$ cat src/rtl/fvn_pkg.sv
// shared constants, types and helper functions for the fbm value noise cloud pixel unit
`default_nettype none

package fvn_pkg;

    localparam int COORD_BITS  = 8;
    localparam int MAX_OCTAVES = 8;
    localparam int FRAC_BITS   = 16;

    localparam int OCT_W     = 4;
    localparam int SCALE_W   = 3;
    localparam int OCT_IDX_W = $clog2(MAX_OCTAVES);
    localparam int SHIFT_W   = COORD_BITS + MAX_OCTAVES - 1;
    localparam int FMASK_W   = (1 << SCALE_W) - 1;
    localparam int WEIGHT_W  = FRAC_BITS + 1;
    localparam int NOISE_W   = 17;
    localparam int CONTRIB_W = NOISE_W + 1;
    localparam int SUM_W     = 20;
    localparam int RECIP_W   = 17;
    localparam int UNIT_W    = FRAC_BITS + 1;
    localparam int GRAY_W    = 8;
    localparam int CFG_IDX_W = 2;
    localparam int CFG_DATA_W = 8;

    localparam int LANE_LAT   = 7;
    localparam int TREE_LAT   = 3;
    localparam int SQRT_STEPS = UNIT_W;
    localparam int POST_LAT   = SQRT_STEPS + 4;
    localparam int PIPE_LAT   = 1 + LANE_LAT + TREE_LAT + POST_LAT;

    localparam logic [31:0] HASH_K1 = 32'd374761393;
    localparam logic [31:0] HASH_K2 = 32'd668265263;
    localparam logic [31:0] HASH_K3 = 32'd1274126177;

    localparam logic [CFG_IDX_W-1:0] CFG_IDX_OCTAVES = 2'd0;
    localparam logic [CFG_IDX_W-1:0] CFG_IDX_SCALE   = 2'd1;

    localparam logic [OCT_W-1:0]   RST_OCTAVES = 4'd4;
    localparam logic [SCALE_W-1:0] RST_SCALE   = 3'd5;

    typedef logic signed [CONTRIB_W-1:0] t_contrib;
    typedef logic signed [SUM_W-1:0]     t_sum;

    // h ^ (h >>> 13)
    function automatic logic [31:0] hash_mix(input logic [31:0] h);
        hash_mix = h ^ 32'($signed(h) >>> 13);
    endfunction

    // (m >> 15) - 32768 is the top 16 bits of the low 31 with the msb flipped
    function automatic logic signed [15:0] corner_val(input logic [31:0] g);
        corner_val = $signed({~g[30], g[29:15]});
    endfunction

    // round(2^(n+15) / (2^n - 1)) in Q.16
    function automatic logic [RECIP_W-1:0] recip_lookup(input logic [OCT_W-1:0] n);
        case (n)
            4'd1:    recip_lookup = 17'd65536;
            4'd2:    recip_lookup = 17'd43691;
            4'd3:    recip_lookup = 17'd37449;
            4'd4:    recip_lookup = 17'd34953;
            4'd5:    recip_lookup = 17'd33825;
            4'd6:    recip_lookup = 17'd33288;
            4'd7:    recip_lookup = 17'd33026;
            4'd8:    recip_lookup = 17'd32897;
            default: recip_lookup = 17'd65536;
        endcase
    endfunction

endpackage

`default_nettype wire

$ cat src/rtl/fvn_sqrt_pipe.sv
// pipelined integer square root of r * 2^16, one result bit per stage
`default_nettype none

module fvn_sqrt_pipe (
    input  wire                          i_clk,
    input  wire [fvn_pkg::UNIT_W-1:0]    i_r,
    output logic [fvn_pkg::UNIT_W-1:0]   o_r,
    output logic [fvn_pkg::UNIT_W-1:0]   o_s
);
    import fvn_pkg::*;

    localparam int SQ_W = 2 * UNIT_W;

    logic [SQ_W-1:0]   r_v   [0:SQRT_STEPS-1];
    logic [SQ_W-1:0]   r_res [0:SQRT_STEPS-1];
    logic [UNIT_W-1:0] r_rr  [0:SQRT_STEPS-1];

    genvar g;
    generate
        for (g = 0; g < SQRT_STEPS; g++) begin : g_step
            logic [SQ_W-1:0]   cur_v, cur_res, trial, bit_w;
            logic [UNIT_W-1:0] cur_r;
            if (g == 0) begin : g_first
                assign cur_v   = SQ_W'({i_r, FRAC_BITS'(0)});
                assign cur_res = '0;
                assign cur_r   = i_r;
            end else begin : g_next
                assign cur_v   = r_v[g-1];
                assign cur_res = r_res[g-1];
                assign cur_r   = r_rr[g-1];
            end
            assign bit_w = SQ_W'(1) << (2 * (SQRT_STEPS - 1 - g));
            assign trial = cur_res + bit_w;
            always_ff @(posedge i_clk) begin
                if (cur_v >= trial) begin
                    r_v[g]   <= cur_v - trial;
                    r_res[g] <= (cur_res >> 1) + bit_w;
                end else begin
                    r_v[g]   <= cur_v;
                    r_res[g] <= cur_res >> 1;
                end
                r_rr[g] <= cur_r;
            end
        end
    endgenerate

    assign o_s = r_res[SQRT_STEPS-1][UNIT_W-1:0];
    assign o_r = r_rr[SQRT_STEPS-1];

endmodule

`default_nettype wire

$ cat src/rtl/fvn_post.sv
// normalization, remap, x*sqrt(x) shaping and gray byte conversion
`default_nettype none

module fvn_post (
    input  wire                               i_clk,
    input  wire signed [fvn_pkg::SUM_W-1:0]   i_sum,
    input  wire [fvn_pkg::OCT_W-1:0]          i_octaves,
    output logic [fvn_pkg::GRAY_W-1:0]        o_gray
);
    import fvn_pkg::*;

    localparam int PROD_W = SUM_W + RECIP_W + 1;

    logic signed [PROD_W-1:0] r_prod;
    logic signed [PROD_W-1:0] norm, remap;
    logic [UNIT_W-1:0]        r_r;
    logic [UNIT_W-1:0]        sq_r, sq_s;
    logic [2*UNIT_W-1:0]      p_full;
    logic [UNIT_W-1:0]        r_p;
    logic [UNIT_W+7:0]        g_full;

    always_ff @(posedge i_clk) begin
        r_prod <= PROD_W'(i_sum) * PROD_W'($signed({1'b0, recip_lookup(i_octaves)}));
    end

    assign norm  = r_prod >>> FRAC_BITS;
    assign remap = (norm + PROD_W'(1 << FRAC_BITS)) >>> 1;

    always_ff @(posedge i_clk) begin
        if (remap < 0) begin
            r_r <= '0;
        end else if (remap > PROD_W'(1 << FRAC_BITS)) begin
            r_r <= UNIT_W'(1 << FRAC_BITS);
        end else begin
            r_r <= remap[UNIT_W-1:0];
        end
    end

    fvn_sqrt_pipe u_sqrt (
        .i_clk (i_clk),
        .i_r   (r_r),
        .o_r   (sq_r),
        .o_s   (sq_s)
    );

    assign p_full = (2 * UNIT_W)'(sq_r) * (2 * UNIT_W)'(sq_s);

    always_ff @(posedge i_clk) begin
        r_p <= UNIT_W'(p_full >> FRAC_BITS);
    end

    assign g_full = (UNIT_W + 8)'(r_p) * (UNIT_W + 8)'(255);

    always_ff @(posedge i_clk) begin
        if ((g_full >> FRAC_BITS) > (UNIT_W + 8)'(255)) begin
            o_gray <= 8'd255;
        end else begin
            o_gray <= g_full[FRAC_BITS+GRAY_W-1:FRAC_BITS];
        end
    end

endmodule

`default_nettype wire

$ cat config.mk
export PLATFORM = sky130hd
export DESIGN_NAME = fvn_post
export DESIGN_NICKNAME = d
export VERILOG_FILES = /design/src/rtl/fvn_pkg.sv /design/src/rtl/fvn_sqrt_pipe.sv /design/src/rtl/fvn_post.sv
export SDC_FILE = /design/constraint.sdc
export NUM_CORES = 2
export LEC_CHECK = 0
export BUFFER_PORTS_ARGS = -buffer_cell sky130_fd_sc_hd__buf_2
export CORE_MARGIN = 2
export CORE_UTILIZATION = 38
export CTS_CLUSTER_SIZE = 14
export DETAILED_ROUTE_END_ITERATION = 12
export PLACE_DENSITY = 0.51
export SYNTH_ARGS = -nofsm -noshare
export SYNTH_HDL_FRONTEND = slang
export SYNTH_HIERARCHICAL = 1
export SYNTH_SLANG_ARGS = --single-unit
$ cat constraint.sdc
create_clock -name i_clk -period 10 [get_ports i_clk]
set_input_delay 2 -clock i_clk [delete_from_list [all_inputs] [get_ports i_clk]]
set_output_delay 2 -clock i_clk [all_outputs]
set_load 0.03 [all_outputs]
# After elaboration in Yosys (flattened, before gate mapping)
# Memory sizes are Yosys's and may differ from the RTL's.
# Index checks and enable logic that the tools add are counted.
# totals
register_bits	80
latch_bits	0
ramBits	1445
romBits	224
inputBits	25
output_inout_bits	8
n_memories	4
# memory_table
memory	depth	width	rd	rd_ports_with_merged_regs	write_ports	line	text
u_sqrt.r_res	17	34	17	0	17	fvn_sqrt_pipe.sv:15	logic [SQ_W-1:0] r_res [0:SQRT_STEPS-1];
u_sqrt.r_v	17	34	16	0	17	fvn_sqrt_pipe.sv:14	logic [SQ_W-1:0] r_v [0:SQRT_STEPS-1];
u_sqrt.r_rr	17	17	17	0	17	fvn_sqrt_pipe.sv:16	logic [UNIT_W-1:0] r_rr [0:SQRT_STEPS-1];
(name not given)	16	14	1	0	0	fvn_pkg.sv:56	case (n)
# classes
add_sub_neg	50
mul	3
div	0
order_cmp	20
n_eq_ne	0
n_shift	0
mux	86
bitwise_logic	34
reduce_logical	1
# op_table
operator	count
$mux W34	34
$ge A34 B34 Y1	16
$sub A34 B34 Y34	16
$mux W1	51
$mul A20 B18 Y38	1
$add A33 B1 Y34 const B	1
$add A33 B11 Y34 const B	1
$add A33 B13 Y34 const B	1
$add A33 B15 Y34 const B	1
$add A33 B17 Y34 const B	1
$add A33 B19 Y34 const B	1
$add A33 B21 Y34 const B	1
$add A33 B23 Y34 const B	1
$add A33 B25 Y34 const B	1
$add A33 B27 Y34 const B	1
$add A33 B29 Y34 const B	1
$add A33 B3 Y34 const B	1
$add A33 B31 Y34 const B	1
$add A33 B5 Y34 const B	1
$add A33 B7 Y34 const B	1
$add A33 B9 Y34 const B	1
$add A34 B1 Y34 const B	1
$add A34 B11 Y34 const B	1
$add A34 B13 Y34 const B	1
24 further kinds	57

# Longest topological paths before layout
# An unclocked memory read counts as a cell.
# logic_depth
ltp_word	6
depth_mapped	27
depth_no_buf	25

# Hierarchy
# The synthesis kept the hierarchy.
# by_module_without_submodules
module	instances	cells_each	area_each_um2
fvn_post	1	2736	24837.6
fvn_sqrt_pipe	1	2300	24661.2

# Worst setup path after synthesis
# OpenSTA, ideal clock, no wires.
# synth_timing
kind	in2reg
from	in i_octaves[3] (netlist bit)
to	reg r_prod[34]
arrival_ns	8.164
path_slack_ns	1.718
path_stages	24
path_buffers	2
cell_sequence	clkbuf_1 nor2b_1 and3_1 clkbuf_1 and2_1 or2_2 ha_1 inv_1 fa_1 inv_1 fa_1 fa_1 fa_1 inv_1 fa_1 inv_1 ha_1 nand4_1 or4_1 o22ai_1 o21bai_1 or3b_1 a21oi_1 xnor2_1
# synth_between
elab_chain_len	2
# synth_rtl
item	line	text
start: declaration	fvn_post.sv:7	input wire [fvn_pkg::OCT_W-1:0] i_octaves,
$mem_v2 Z16 W14	--	
$mul A20 B18 Y38	fvn_post.sv:23	r_prod <= PROD_W'(i_sum) * PROD_W'($signed({1'b0, recip_lookup(i_octaves)}));
end signal: assignment	fvn_post.sv:23	
end: declaration	fvn_post.sv:14	logic signed [PROD_W-1:0] r_prod;
# Every way passes these cells.
# A chain may end at the register's enable or synchronous reset.

# Final worst setup path
# layout_timing
from	in i_octaves[0] (netlist bit)
to	reg r_prod[37]
# Same word-level chain as after synthesis.

==> impl_metrics.py <==
metrics = {
    "sta": {
        "hold_violations": 0,
        "whs_ns": 0.311,
        "slew_viol_final": 0,
        "clock.fmax_ghz": 0.120,
        "final.period_utilization_pct": 83.5,
        "clock_skew_ns": 0.0240,
        "setup_violations": 0,
        "final.setup.tns_ns": 0,
        "slew_headroom_pct": 29.8,
        "worstMarginPinSlew_ns": 1.05,
        "period_minus_slack_ns": 8.35,
        "rsz0062_at_grt": "false",
    },
    "synthesis": {
        "yosysUniqueCellTypes": 86,
        "async_flop_share_pct": 0,
        "yosysWarnings": 6,
        "synth_top_area_share_pct": 31.1,
        "yosys.area.top_type": "dfxtp_1",
        "synthTopCellsByArea": "dfxtp_1 (31%), fa_1 (23%), ha_1 (11%)",
        "synth_area_um2": 49500,
        "seq_area_frac_synth_pct": 31.1,
        "syn-mean-instance-area_um2": 9.83,
        "synth_edf_count": 0,
        "ys_ff_latch": 770,
        "synth-main-ff-cell": "dfxtp_1",
        "synthCells": 5036,
    },
    "floorplan": {
        "die_h_um": 365,
        "boundaryPins": 33,
        "fp.dieW_um": 365,
        "design.die.area_um2": 133000,
        "num_rows": 132,
        "start_util_pct": 38.3,
        "coreArea_um2": 129000,
    },
    "final_layout": {
        "post_route_cells_drive_above_1_share_pct": 5.40,
        "final_cell_mix": "inv_1 (1,001), dfxtp_1 (770), fa_1 (577), ha_1 (447), nand2_1 (398)",
        "n_antenna_cell": 0,
        "fillCellCount": 12700,
        "area_growth_syn_to_layout_pct": 9.75,
        "num-nets-final": 6102,
        "final_common_cell": "inv_1",
    },
    "outcome": {
        "status": "finished, final reports clean",
    },
    "clocking": {
        "clk_pin_slew_ns": 0.06,
        "root_buffer": "clkbuf_16",
        "clk_path_buf_depth": 3,
        "cts_buffers": 77,
        "clk_latency_ns": 0.63,
        "hold_buffers": 0,
        "h-tree-depth": 3,
        "cts_tree": "done",
        "cts_sinks": 770,
        "cts-resized-gates": 0,
        "post-cts-setup-buffers": 0,
    },
    "critical_path": {
        "critical_path_class": "in -> reg",
        "required_ns": 10.54,
        "crit_path_end_kind": "flip-flop",
        "rr_worst_depth": 21,
        "cp.arrival_ns": 8.89,
        "start_kind": "primary input",
        "r2r-start": "u_sqrt/r_rr[2][8]",
        "crit_fanout": 20,
        "worstReg2RegEnd": "r_p[16]",
        "r2r_setup_slack_ns": 3.05,
        "crit_path_start": "i_octaves[0]",
    },
    "detailed_routing": {
        "via_per_inst": 4.65,
        "totalWireLength_um": 102000,
        "dr_total_vias": 31900,
        "drtIter0Drc": 1224,
        "firstDrtPassIters": 5,
        "antenna_left": 0,
        "drc": 0,
        "wl_per_cell_um": 14.9,
    },
    "placed_design": {
        "dp_hpwl_um": 81500,
        "gp_congestion": 0.856,
        "portBuffers": 32,
    },
    "grt": {
        "antenna_found_initial": 1,
        "grt_usage_pct": 15.8,
        "grt_start_max_net_pins": 33,
        "grt_pass1_vias": 33500,
        "overflow": 0,
        "grt_pass1_wl_um": 170000,
    },
    "worst_hold_path": {
        "holdPathStages": 0,
        "hold_class": "reg -> reg",
        "hold_end": "u_sqrt/r_rr[1][35]",
        "hold_start": "u_sqrt/r_rr[1][18]",
    },
    "job": {
        "max_cap_viol_count": 0,
    },
}
-- Yosys cell counts (10+ instances only) --
library cell	n
inv_1	1001
nand3b_1	11
or2_2	30
nand2_1	398
dfxtp_1	770
or3_1	21
nand2b_1	41
and2_1	223
ha_1	447
xor2_1	124
o31ai_1	10
fa_1	577
o21a_1	45
nor3_1	73
o21ai_0	117
or4_1	19
xnor2_1	129
a31oi_1	16
a211oi_1	25
nor4_1	54
nand3_1	51
nor2_1	192
nand4_1	19
nor2b_1	67
a21oi_1	180
mux2_2	34
o211ai_1	12
and3_1	27
a21o_1	52
clkbuf_1	113
-- state kept, by name, summed over array words and instances (netlist names) --
| register | flops |
|---|---|
| o_gray | 8 |
| u_sqrt/r_rr | 289 |
| u_sqrt/r_v | 265 |
| r_p | 17 |
| r_r | 17 |
| u_sqrt/r_res | 153 |
| r_prod | 21 |
-- critical path: stages --
cell and delay, ns:
buf_2 0.15, nor2b_1 0.20, and3_1 0.72, and2_1 0.42, fa_1 0.49, inv_1 0.10
fa_1 0.43, inv_1 0.34, fa_1 0.48, fa_1 0.48, fa_1 0.55, inv_1 0.05
fa_1 0.52, inv_1 0.04, ha_1 0.35, nand4_1 0.14, or4_1 0.54, o22ai_1 0.28
o21bai_1 0.14, nand3b_1 0.16, a2111oi_0 0.11, nor3b_1 0.19
-- kinds of logic (layout without fill, tap and decap cells) --
logic type | Yosys count | after routing | share of synthesized area [%]
flops | 770 | 770 | 31.1
simple gates | 1269 | 1269 | 13.1
other cells | 1 | 2 | 0.00758
buf+inv | 1124 | 1202 | 8.56
xor+xnor | 253 | 253 | 4.48
compound gates | 552 | 552 | 7.16
fa+ha+maj | 1024 | 1024 | 34.6
mux | 43 | 43 | 0.955
-- worst max path at each step --
stage,to,slack (ns),depth (start not counted)
after floorplan,r_prod[34],1.72,24
after global placement,r_prod[37],1.06,22
after detailed placement,r_prod[37],0.94,22
after CTS,r_prod[37],1.62,22
after global routing,r_prod[37],1.06,22
final,r_prod[37],1.65,22
-- area by class of cell --
cell class / instances / area [um^2] / area share [%]
clock buffer: 109 / 2250 / 4.14
clock inverter: 32 / 485 / 0.894
inverter: 1002 / 3760 / 6.92
multi-input combinational: 3143 / 29900 / 55.0
sequential: 770 / 15400 / 28.4
tap: 1742 / 2180 / 4.01
timing repair buffer: 59 / 363 / 0.668
-- per-stage QoR --
stage	util, %	instances	setup WS (ns)	cell area [um^2]
after floorplan	-	5037	1.72	49500
after global placement	39.9	6716	1.06	51600
after detailed placement	39.9	6716	0.938	51600
after CTS	42.0	6857	1.62	54300
after global routing	42.0	6857	1.06	54300
final	42.0	6857	1.65	54300
-- layer usage --
metal  GRT usage [%]  vias up  routed length, um
li1                -    15900                  -
met5               0        -                  0
met1            19.8    15500              46100
met4            4.00        0               2000
met3            1.66      136               2670
met2            28.7      348              51300
Power is left out: the tool's default activity adds up to more than one toggle a clock period on the data nets, which glitch-free logic cannot reach.
